## src/rtl/fic_pkg.sv

```systemverilog
package fic_pkg;

  localparam int DATA_W = 32;
  localparam int VIEW_W = 4;
  localparam int ACTION_W = 3;
  localparam int STATUS_W = 2;
  localparam int ADDR_W = 3;
  localparam int REG_IDX_W = ADDR_W - 2;

  localparam int DEFAULT_NUM_VIEWS = 16;
  localparam int DEFAULT_VALUE_WIDTH = 32;

  localparam logic [DATA_W-1:0] RECOVERY_MASK_RESET = 32'h0000_0001;
  localparam logic [REG_IDX_W-1:0] REG_RECOVERY_MASK = 1'b0;

  localparam logic [ACTION_W-1:0] ACT_INVALIDATE = 3'd0;
  localparam logic [ACTION_W-1:0] ACT_SET_GEN = 3'd1;
  localparam logic [ACTION_W-1:0] ACT_BEGIN = 3'd2;
  localparam logic [ACTION_W-1:0] ACT_PRESENT = 3'd3;
  localparam logic [ACTION_W-1:0] ACT_QUERY = 3'd4;

  localparam int OP_W = 3;
  localparam logic [OP_W-1:0] OP_INVALIDATE = 3'd0;
  localparam logic [OP_W-1:0] OP_SET_GEN = 3'd1;
  localparam logic [OP_W-1:0] OP_BEGIN = 3'd2;
  localparam logic [OP_W-1:0] OP_PRESENT = 3'd3;
  localparam logic [OP_W-1:0] OP_QUERY = 3'd4;
  localparam logic [OP_W-1:0] OP_NOP = 3'd5;
  localparam logic [OP_W-1:0] OP_BAD_VIEW = 3'd6;
  localparam logic [OP_W-1:0] OP_BAD_PRESENT = 3'd7;

  localparam logic [STATUS_W-1:0] STATUS_OK = 2'd0;
  localparam logic [STATUS_W-1:0] STATUS_STALE = 2'd1;
  localparam logic [STATUS_W-1:0] STATUS_INVALID = 2'd2;

  localparam int QUEUE_DEPTH = 2;
  localparam int QUEUE_PTR_W = $clog2(QUEUE_DEPTH);

  typedef struct packed {
    logic [OP_W-1:0] op;
    logic [VIEW_W-1:0] view;
    logic [DATA_W-1:0] reasons;
    logic [DATA_W-1:0] doc;
    logic [DATA_W-1:0] prev;
    logic [DATA_W-1:0] gen;
  } fic_item_t;

  typedef struct packed {
    logic [STATUS_W-1:0] status;
    logic found;
    logic [DATA_W-1:0] reasons;
    logic [DATA_W-1:0] doc;
    logic [DATA_W-1:0] prev;
    logic [DATA_W-1:0] gen;
    logic pending;
  } fic_result_t;

endpackage

```

## src/rtl/fic_front.sv

```systemverilog
module fic_front #(
  parameter int NUM_VIEWS = fic_pkg::DEFAULT_NUM_VIEWS,
  parameter int VALUE_WIDTH = fic_pkg::DEFAULT_VALUE_WIDTH
) (
  input  logic [fic_pkg::ACTION_W-1:0] action,
  input  logic [fic_pkg::VIEW_W-1:0] view_index,
  input  logic [fic_pkg::DATA_W-1:0] reason_bits,
  input  logic [fic_pkg::DATA_W-1:0] doc_revision,
  input  logic [fic_pkg::DATA_W-1:0] preview_rev,
  input  logic [fic_pkg::DATA_W-1:0] gen_value,
  output fic_pkg::fic_item_t item
);
  import fic_pkg::*;

  localparam int STORE_W = (VALUE_WIDTH < DATA_W) ? VALUE_WIDTH : DATA_W;
  localparam logic [DATA_W-1:0] VMASK = DATA_W'({STORE_W{1'b1}});

  logic in_range;

  assign in_range = (32'(view_index) < NUM_VIEWS);

  always_comb begin
    item.view = view_index;
    item.reasons = reason_bits & VMASK;
    item.doc = doc_revision & VMASK;
    item.prev = preview_rev & VMASK;
    item.gen = gen_value & VMASK;
    if (!in_range) begin
      item.op = (action == ACT_PRESENT) ? OP_BAD_PRESENT : OP_BAD_VIEW;
    end else begin
      unique case (action)
        ACT_INVALIDATE: item.op = OP_INVALIDATE;
        ACT_SET_GEN: item.op = OP_SET_GEN;
        ACT_BEGIN: item.op = OP_BEGIN;
        ACT_PRESENT: item.op = OP_PRESENT;
        ACT_QUERY: item.op = OP_QUERY;
        default: item.op = OP_NOP;
      endcase
    end
  end

endmodule

```

## src/rtl/fic_queue.sv

```systemverilog
module fic_queue (
  input  logic clk,
  input  logic rst,
  input  logic push,
  input  fic_pkg::fic_item_t push_item,
  output logic full,
  input  logic pop,
  output logic head_valid,
  output fic_pkg::fic_item_t head
);
  import fic_pkg::*;

  fic_item_t entries [QUEUE_DEPTH];
  logic [QUEUE_PTR_W-1:0] wr_ptr;
  logic [QUEUE_PTR_W-1:0] rd_ptr;
  logic [QUEUE_PTR_W:0] count;
  logic do_push;
  logic do_pop;

  assign full = (count == (QUEUE_PTR_W + 1)'(QUEUE_DEPTH));
  assign head_valid = (count != '0);
  assign head = entries[rd_ptr];
  assign do_push = push && !full;
  assign do_pop = pop && head_valid;

  always_ff @(posedge clk) begin
    if (rst) begin
      wr_ptr <= '0;
      rd_ptr <= '0;
      count <= '0;
    end else begin
      if (do_push) begin
        wr_ptr <= wr_ptr + 1'b1;
      end
      if (do_pop) begin
        rd_ptr <= rd_ptr + 1'b1;
      end
      if (do_push && !do_pop) begin
        count <= count + 1'b1;
      end else if (do_pop && !do_push) begin
        count <= count - 1'b1;
      end
    end
  end

  always_ff @(posedge clk) begin
    if (do_push) begin
      entries[wr_ptr] <= push_item;
    end
  end

endmodule

```

## src/rtl/fic_back.sv

```systemverilog
module fic_back #(
  parameter int NUM_VIEWS = fic_pkg::DEFAULT_NUM_VIEWS,
  parameter int VALUE_WIDTH = fic_pkg::DEFAULT_VALUE_WIDTH
) (
  input  logic clk,
  input  logic rst,
  input  logic [fic_pkg::DATA_W-1:0] recovery_mask,
  input  logic head_valid,
  input  fic_pkg::fic_item_t head,
  output logic pop,
  output logic res_valid,
  output fic_pkg::fic_result_t res,
  input  logic res_stall
);
  import fic_pkg::*;

  localparam int DEPTH = (NUM_VIEWS < (1 << VIEW_W)) ? NUM_VIEWS : (1 << VIEW_W);
  localparam int IDX_W = (DEPTH > 1) ? $clog2(DEPTH) : 1;
  localparam int STORE_W = (VALUE_WIDTH < DATA_W) ? VALUE_WIDTH : DATA_W;

  logic [DEPTH-1:0] pend_valid;
  logic [DEPTH-1:0] gen_known;
  logic [DEPTH-1:0] shown_valid;
  logic [STORE_W-1:0] pend_reasons [DEPTH];
  logic [STORE_W-1:0] pend_doc [DEPTH];
  logic [STORE_W-1:0] pend_prev [DEPTH];
  logic [STORE_W-1:0] pend_gen [DEPTH];
  logic [STORE_W-1:0] gen_table [DEPTH];
  logic [STORE_W-1:0] shown_doc [DEPTH];
  logic [STORE_W-1:0] shown_prev [DEPTH];
  logic [STORE_W-1:0] shown_gen [DEPTH];

  logic [IDX_W-1:0] idx;
  logic pv, gk, sv;
  logic [STORE_W-1:0] preas, pdoc, pprev, pgen, gtab, sdoc, sprev;
  logic [STORE_W-1:0] in_r, in_d, in_p, in_g, mask_s;
  logic pend_we, gen_we, shown_we;
  logic pend_valid_next;
  logic [STORE_W-1:0] reasons_next, doc_next, prev_next, gen_next;
  fic_result_t res_next;

  assign idx = head.view[IDX_W-1:0];
  assign pv = pend_valid[idx];
  assign gk = gen_known[idx];
  assign sv = shown_valid[idx];
  assign preas = pend_reasons[idx];
  assign pdoc = pend_doc[idx];
  assign pprev = pend_prev[idx];
  assign pgen = pend_gen[idx];
  assign gtab = gen_table[idx];
  assign sdoc = shown_doc[idx];
  assign sprev = shown_prev[idx];
  assign in_r = head.reasons[STORE_W-1:0];
  assign in_d = head.doc[STORE_W-1:0];
  assign in_p = head.prev[STORE_W-1:0];
  assign in_g = head.gen[STORE_W-1:0];
  assign mask_s = recovery_mask[STORE_W-1:0];

  assign pop = head_valid && (!res_valid || !res_stall);

  always_comb begin
    res_next = '0;
    pend_we = 1'b0;
    gen_we = 1'b0;
    shown_we = 1'b0;
    pend_valid_next = pv;
    reasons_next = preas;
    doc_next = pdoc;
    prev_next = pprev;
    gen_next = pgen;
    case (head.op) inside
      OP_INVALIDATE: begin
        pend_we = 1'b1;
        pend_valid_next = 1'b1;
        if (!pv) begin
          reasons_next = in_r;
          doc_next = in_d;
          prev_next = in_p;
          gen_next = in_g;
        end else begin
          reasons_next = preas | in_r;
          doc_next = (in_d > pdoc) ? in_d : pdoc;
          prev_next = (in_p > pprev) ? in_p : pprev;
          gen_next = (in_g > pgen) ? in_g : pgen;
        end
      end
      OP_SET_GEN: begin
        gen_we = 1'b1;
        if (pv) begin
          pend_we = 1'b1;
          gen_next = in_g;
          reasons_next = preas | mask_s;
        end
      end
      OP_BEGIN: begin
        if (pv) begin
          res_next.found = 1'b1;
          res_next.reasons = DATA_W'(preas);
          res_next.doc = DATA_W'(pdoc);
          res_next.prev = DATA_W'(pprev);
          res_next.gen = gk ? DATA_W'(gtab) : DATA_W'(pgen);
          pend_we = 1'b1;
          pend_valid_next = 1'b0;
        end
      end
      OP_PRESENT: begin
        if (!gk || (gtab != in_g)) begin
          res_next.status = STATUS_STALE;
        end else if (sv && ((in_d < sdoc) || (in_p < sprev))) begin
          res_next.status = STATUS_INVALID;
        end else begin
          shown_we = 1'b1;
        end
      end
      OP_QUERY: begin
        if (sv) begin
          res_next.found = 1'b1;
          res_next.doc = DATA_W'(sdoc);
          res_next.prev = DATA_W'(sprev);
          res_next.gen = DATA_W'(shown_gen[idx]);
        end
      end
      OP_BAD_PRESENT: begin
        res_next.status = STATUS_INVALID;
      end
      OP_NOP, OP_BAD_VIEW: begin
      end
      default: begin
      end
    endcase
    if (head.op == OP_BAD_VIEW || head.op == OP_BAD_PRESENT) begin
      res_next.pending = 1'b0;
    end else begin
      res_next.pending = pend_valid_next;
    end
  end

  always_ff @(posedge clk) begin
    if (rst) begin
      pend_valid <= '0;
      gen_known <= '0;
      shown_valid <= '0;
      res_valid <= 1'b0;
    end else begin
      if (pop) begin
        res_valid <= 1'b1;
        if (pend_we) begin
          pend_valid[idx] <= pend_valid_next;
        end
        if (gen_we) begin
          gen_known[idx] <= 1'b1;
        end
        if (shown_we) begin
          shown_valid[idx] <= 1'b1;
        end
      end else if (!res_stall) begin
        res_valid <= 1'b0;
      end
    end
  end

  always_ff @(posedge clk) begin
    if (pop) begin
      res <= res_next;
      if (pend_we) begin
        pend_reasons[idx] <= reasons_next;
        pend_doc[idx] <= doc_next;
        pend_prev[idx] <= prev_next;
        pend_gen[idx] <= gen_next;
      end
      if (gen_we) begin
        gen_table[idx] <= in_g;
      end
      if (shown_we) begin
        shown_doc[idx] <= in_d;
        shown_prev[idx] <= in_p;
        shown_gen[idx] <= in_g;
      end
    end
  end

endmodule

```

## src/rtl/frame_invalidation_coalescer.sv

```systemverilog
// Channel   Direction  Handshake          Payload
// input     in         in_valid/in_stall  action, view_index, reason_bits, doc_revision,
//                                         preview_rev, gen_value
// output    out        out_valid/out_stall status, found, out_reasons, out_doc_revision,
//                                         out_preview_rev, out_generation, pending_after
// config    in         APB write          recovery_reason_mask at byte address 0
//
// One transaction is accepted per cycle while in_stall is low. An accepted transaction waits in the
// queue until the back end pops it into the result register, which raises out_valid.
// The two stages are the queue entry and the result register; the back end reads and updates
// the view tables in the single cycle in which it takes a transaction from the queue.
// Reset clears all valid bits at once, so the block is ready in the cycle after reset.
// A stalled output holds its result; the two-entry queue then fills and raises in_stall.
module frame_invalidation_coalescer #(
  parameter int NUM_VIEWS = fic_pkg::DEFAULT_NUM_VIEWS,
  parameter int VALUE_WIDTH = fic_pkg::DEFAULT_VALUE_WIDTH
) (
  input  logic clk,
  input  logic rst,
  input  logic in_valid,
  output logic in_stall,
  input  logic [fic_pkg::ACTION_W-1:0] action,
  input  logic [fic_pkg::VIEW_W-1:0] view_index,
  input  logic [fic_pkg::DATA_W-1:0] reason_bits,
  input  logic [fic_pkg::DATA_W-1:0] doc_revision,
  input  logic [fic_pkg::DATA_W-1:0] preview_rev,
  input  logic [fic_pkg::DATA_W-1:0] gen_value,
  output logic out_valid,
  input  logic out_stall,
  output logic [fic_pkg::STATUS_W-1:0] status,
  output logic found,
  output logic [fic_pkg::DATA_W-1:0] out_reasons,
  output logic [fic_pkg::DATA_W-1:0] out_doc_revision,
  output logic [fic_pkg::DATA_W-1:0] out_preview_rev,
  output logic [fic_pkg::DATA_W-1:0] out_generation,
  output logic pending_after,
  input  logic psel,
  input  logic penable,
  input  logic pwrite,
  input  logic [fic_pkg::ADDR_W-1:0] paddr,
  input  logic [fic_pkg::DATA_W-1:0] pwdata,
  output logic [fic_pkg::DATA_W-1:0] prdata,
  output logic pready
);
  import fic_pkg::*;

  logic [DATA_W-1:0] recovery_mask;
  logic reg_hit;
  fic_item_t front_item;
  fic_item_t head;
  logic q_full;
  logic head_valid;
  logic pop;
  fic_result_t res;

  assign pready = 1'b1;
  assign reg_hit = (paddr[ADDR_W-1:2] == REG_RECOVERY_MASK);
  assign prdata = reg_hit ? recovery_mask : '0;

  always_ff @(posedge clk) begin
    if (rst) begin
      recovery_mask <= RECOVERY_MASK_RESET;
    end else if (psel && penable && pwrite && pready && reg_hit) begin
      recovery_mask <= pwdata;
    end
  end

  fic_front #(
    .NUM_VIEWS(NUM_VIEWS),
    .VALUE_WIDTH(VALUE_WIDTH)
  ) u_front (
    .action(action),
    .view_index(view_index),
    .reason_bits(reason_bits),
    .doc_revision(doc_revision),
    .preview_rev(preview_rev),
    .gen_value(gen_value),
    .item(front_item)
  );

  assign in_stall = q_full;

  fic_queue u_queue (
    .clk(clk),
    .rst(rst),
    .push(in_valid),
    .push_item(front_item),
    .full(q_full),
    .pop(pop),
    .head_valid(head_valid),
    .head(head)
  );

  fic_back #(
    .NUM_VIEWS(NUM_VIEWS),
    .VALUE_WIDTH(VALUE_WIDTH)
  ) u_back (
    .clk(clk),
    .rst(rst),
    .recovery_mask(recovery_mask),
    .head_valid(head_valid),
    .head(head),
    .pop(pop),
    .res_valid(out_valid),
    .res(res),
    .res_stall(out_stall)
  );

  assign status = res.status;
  assign found = res.found;
  assign out_reasons = res.reasons;
  assign out_doc_revision = res.doc;
  assign out_preview_rev = res.prev;
  assign out_generation = res.gen;
  assign pending_after = res.pending;

endmodule

```

## config.mk

```make
export PLATFORM = sky130hd
export DESIGN_NAME = frame_invalidation_coalescer
export DESIGN_NICKNAME = d
export VERILOG_FILES = /design/src/rtl/fic_pkg.sv /design/src/rtl/fic_front.sv /design/src/rtl/fic_queue.sv /design/src/rtl/fic_back.sv /design/src/rtl/frame_invalidation_coalescer.sv
export SDC_FILE = /design/constraint.sdc
export NUM_CORES = 2
export LEC_CHECK = 0
export BUFFER_PORTS_ARGS = -buffer_cell sky130_fd_sc_hd__buf_2
export CORE_AREA = 2 2 774 776
export DETAILED_ROUTE_END_ITERATION = 7
export DIE_AREA = 0 0 776 778
export PLACE_DENSITY_LB_ADDON = 0.3
export SETUP_SLACK_MARGIN = 0.05
export SLEW_MARGIN = 25
export SYNTH_ARGS = -nofsm -noshare
export SYNTH_HDL_FRONTEND = slang
export SYNTH_MEMORY_MAX_BITS = 65536
export SYNTH_SLANG_ARGS = --single-unit
```

## constraint.sdc

```tcl
create_clock -name clk -period 12.8 [get_ports clk]
set_input_delay 1.92 -clock clk [delete_from_list [all_inputs] [get_ports clk]]
set_output_delay 1.92 -clock clk [all_outputs]
set_load 0.03 [all_outputs]
```

==> impl_metrics.py <==
metrics = {
    "final_layout": {
        "drive_above_1_share": 0.233,
        "nFillCells": 55259,
        "syn2layout_area_growth_pct": 15.6,
        "multi_input_area_um2": 39600,
        "register_area_um2": 137000,
        "nets": 10179,
    },
    "power": {
        "ir_worst_vdd_mv": 0.149,
        "power.leakage_nw": 65.7,
        "power_density_nw_per_um2": 222,
    },
    "yosys": {
        "synth-edff-count": 4498,
        "syn_nets": 9654,
        "yosysWarningCount": 0,
        "syn_area_per_cell_um2": 19.1,
        "yosys.area.top_type": "edfxtp_1",
        "synth_seq_cells": 4584,
        "syn_area_um2": 178000,
        "ys.flop_type": "edfxtp_1",
        "ys_seq_area_frac": 0.768,
        "yosysTopAreaCellShare": 0.758,
        "ys_top_cells_by_area": "edfxtp_1 (76%), mux4_2 (10%), nand2_1 (2.2%)",
        "synth_async_sr_flop_share": 0,
        "synth.most_common_cell": "edfxtp_1",
        "synth_cell_types": 72,
        "netlist_top_cells_count": "edfxtp_1 (4498), nand2_1 (1036), mux4_2 (816)",
        "syn_inst": 9318,
    },
    "global_route": {
        "track_usage": 0.173,
        "grt.overflow.total": 0,
        "grt_pass1_vias": 95317,
        "grt_antenna_before_repair": 78,
        "grt_max_degree": 146,
        "grt_first_pass_wirelength_mm": 745,
    },
    "hold_path": {
        "hold_path.class": "register to register",
        "min-delay-start": "u_back.shown_valid[1]",
        "hold-path-endpoint": "u_back.shown_valid[1]",
        "min_path_cells": 2,
    },
    "clock_tree": {
        "cts_buffer_depth": 4,
        "cts_sinks": 4584,
        "ctsResizeCount": 0,
        "clk_latency_ns": 1.07,
        "cts_tree": "done",
        "cts-root-buf": "clkbuf_16",
        "numCtsBuffers": 463,
        "htreeDepth": 5,
        "ctsHoldBuffers": 0,
        "clkTransAtPathRegs_ns": 0.06,
        "cts_setup_buffers": 0,
    },
    "die": {
        "die_area_um2": 604000,
        "ioPinCount": 344,
        "fp.dieW_um": 776,
        "die_h_um": 778,
        "core_area_um2": 596000,
        "rows": 284,
        "initial_core_util": 0.299,
    },
    "critical_path": {
        "r2r_cells": 17,
        "r2r-end": "u_back.shown_gen[12][13]",
        "crit_path_end_kind": "register",
        "critPathTopFamily": "simple AND/OR/NAND/NOR gates",
        "worst_path_most_repeated_cell": "buf_4",
        "worst-path-buf-inv": 4,
        "worst_setup_path_start_kind": "register",
        "regToRegSetupSlack_ns": 2.71,
        "cpMaxStageDelayCell": "nor2_4",
        "path_cells": "mux2_8 > buf_12 > buf_16 > buf_4 > mux4_2 > a22o_1 > a221oi_1 > ha_1 > nand2_1 > nor4_1 > o21ai_0 > nor4bb_1 > o2bb2ai_1 > nor3_1 > nand3_2 > nor2_4 > buf_4",
        "critPathKind": "register to register",
        "cp_max_fo": 65,
        "cpPeakStageDelay_ns": 0.92,
        "cp.required_ns": 13.38,
        "worstPathArrival_ns": 10.67,
    },
    "drt": {
        "drtAntennaViolNets": 0,
        "wire_per_inst_um": 29.8,
        "wirelength_mm": 540,
        "dr.pass1.iters": 6,
        "vias": 95114,
        "drt_iter0_drc": 11617,
        "drc_errors": 0,
        "via_per_inst": 5.24,
    },
    "timing": {
        "tightestPinTransition_ns": 1.27,
        "post-route-period-util": 0.788,
        "finalHoldViolCount": 0,
        "tns_ns": 0,
        "skew_ns": 0.140,
        "fin_ws_ns": 2.71,
        "fin_crit_ns": 10.09,
        "fmax_mhz": 99.1,
        "slew_headroom": 0.153,
        "rsz0062_at_grt": "no",
        "finalMaxSlewViolations": 0,
        "setup_violations": 0,
    },
    "run": {
        "maxCapViolations": 0,
    },
    "placed_design": {
        "dpl_worst_slack_ns": 2.70,
        "gp_congestion": 0.799,
        "port_buffers": 340,
        "dp.final_hpwl_mm": 298,
    },
    "outcome": {
        "status": "finished, final reports clean",
    },
}
[flip-flops by register name (all words and copies together), names as in the netlist, 132 cells and up, named ones only]
name / flops
u_back.pend_doc: 512
u_queue.entries: 270
u_back.pend_reasons: 512
u_back.pend_prev: 512
u_back.gen_table: 512
u_back.shown_prev: 512
u_back.res: 132
u_back.pend_gen: 512
u_back.shown_doc: 512
u_back.shown_gen: 512
[worst max path at each step]
| stage | start | endpoint | slack (ns) | cells past startpoint |
|---|---|---|---|---|
| floorplan | out_stall | u_back.pend_doc[0][0] | 1.12 | 6 |
| global placement | register | u_back.shown_gen[13][4] | 2.78 | 16 |
| detailed placement | register | u_back.shown_gen[12][4] | 2.70 | 16 |
| CTS | register | u_back.shown_gen[13][13] | 2.62 | 16 |
| global route | register | u_back.shown_gen[13][13] | 2.25 | 17 |
| finish | register | u_back.shown_gen[12][13] | 2.71 | 17 |
[through the flow]
stage	hold slack [ns]	area [um2]	utilization	instances	total power [mW]
after detailed placement	0.458	191000	0.320	17240	32.6
after CTS	0.472	206000	0.345	18090	45.9
final	0.471	206000	0.346	18148	45.7
after global routing	0.499	206000	0.346	18133	47.5
after floorplan	0.440	178000	-	9318	27.7
after global placement	0.449	190000	0.320	17235	32.2
[kinds of logic after synthesis]
group           share of synthesized area
flops                               0.768
simple gates                       0.0405
compound gates                     0.0444
mux                                 0.119
buf+inv                            0.0155
fa+ha+maj                          0.0112
xor+xnor                          0.00177
other cells                     0.0000210
[power by group]
group	switching [mW]	leakage [nW]	internal, mW
Clock	5.84	7.23	7.52
Combinational	8.96	17.1	3.92
Sequential	0.165	41.4	19.3
Total	15.0	65.7	30.7
[worst min-delay path: cells and delay by family, from the launching register on]
kind / cells / cell delay [ns]
AOI/OAI and AO/OA: 1 / 0.07
buffers and inverters: 1 / 0.05
DFF: 1 / 0.31
[layout make-up]
| cell class | instances | share of cell area |
|---|---|---|
| inverter | 118 | 0.00219 |
| timing repair buffer | 591 | 0.0210 |
| clock buffer | 577 | 0.0593 |
| tap | 7865 | 0.0478 |
| multi-input combinational | 4085 | 0.192 |
| clock inverter | 273 | 0.0132 |
| antenna | 55 | 0.000668 |
| sequential | 4584 | 0.664 |
[cell usage in the layout, fill, tap and decap left out, types with 33 or more instances in the layout]
cell type / synthesis / routed
o22ai_1: 146 / 145
a32oi_1: 37 / 37
a22o_1: 59 / 59
buf_4: 22 / 195
nand2_1: 1036 / 1030
clkinv_2: 0 / 72
mux2i_1: 97 / 95
buf_2: 122 / 339
diode_2: 0 / 55
a21oi_1: 243 / 205
a21oi_2: 0 / 38
mux2_2: 163 / 162
dfxtp_1: 86 / 85
o21ai_0: 45 / 44
a22oi_1: 257 / 257
nor3_1: 47 / 46
clkinv_1: 0 / 114
nor2_1: 215 / 174
and3_1: 130 / 127
buf_12: 0 / 50
inv_1: 118 / 116
o221ai_2: 1 / 33
a31oi_1: 128 / 127
nand3_1: 93 / 93
nor2b_1: 40 / 40
ha_1: 159 / 159
a221oi_1: 65 / 65
clkbuf_16: 0 / 469
nor2_4: 0 / 49
nand4_1: 39 / 39
edfxtp_1: 4498 / 4498
clkbuf_1: 333 / 101
bufinv_16: 0 / 37
mux4_2: 816 / 816
[metal layers]
layer	GRT usage	wire, um
met1	0.235	224000
met2	0.285	258000
met3	0.0272	41000
met4	0.0535	17500
met5	0	149
(Power assumes the default switching activity.)
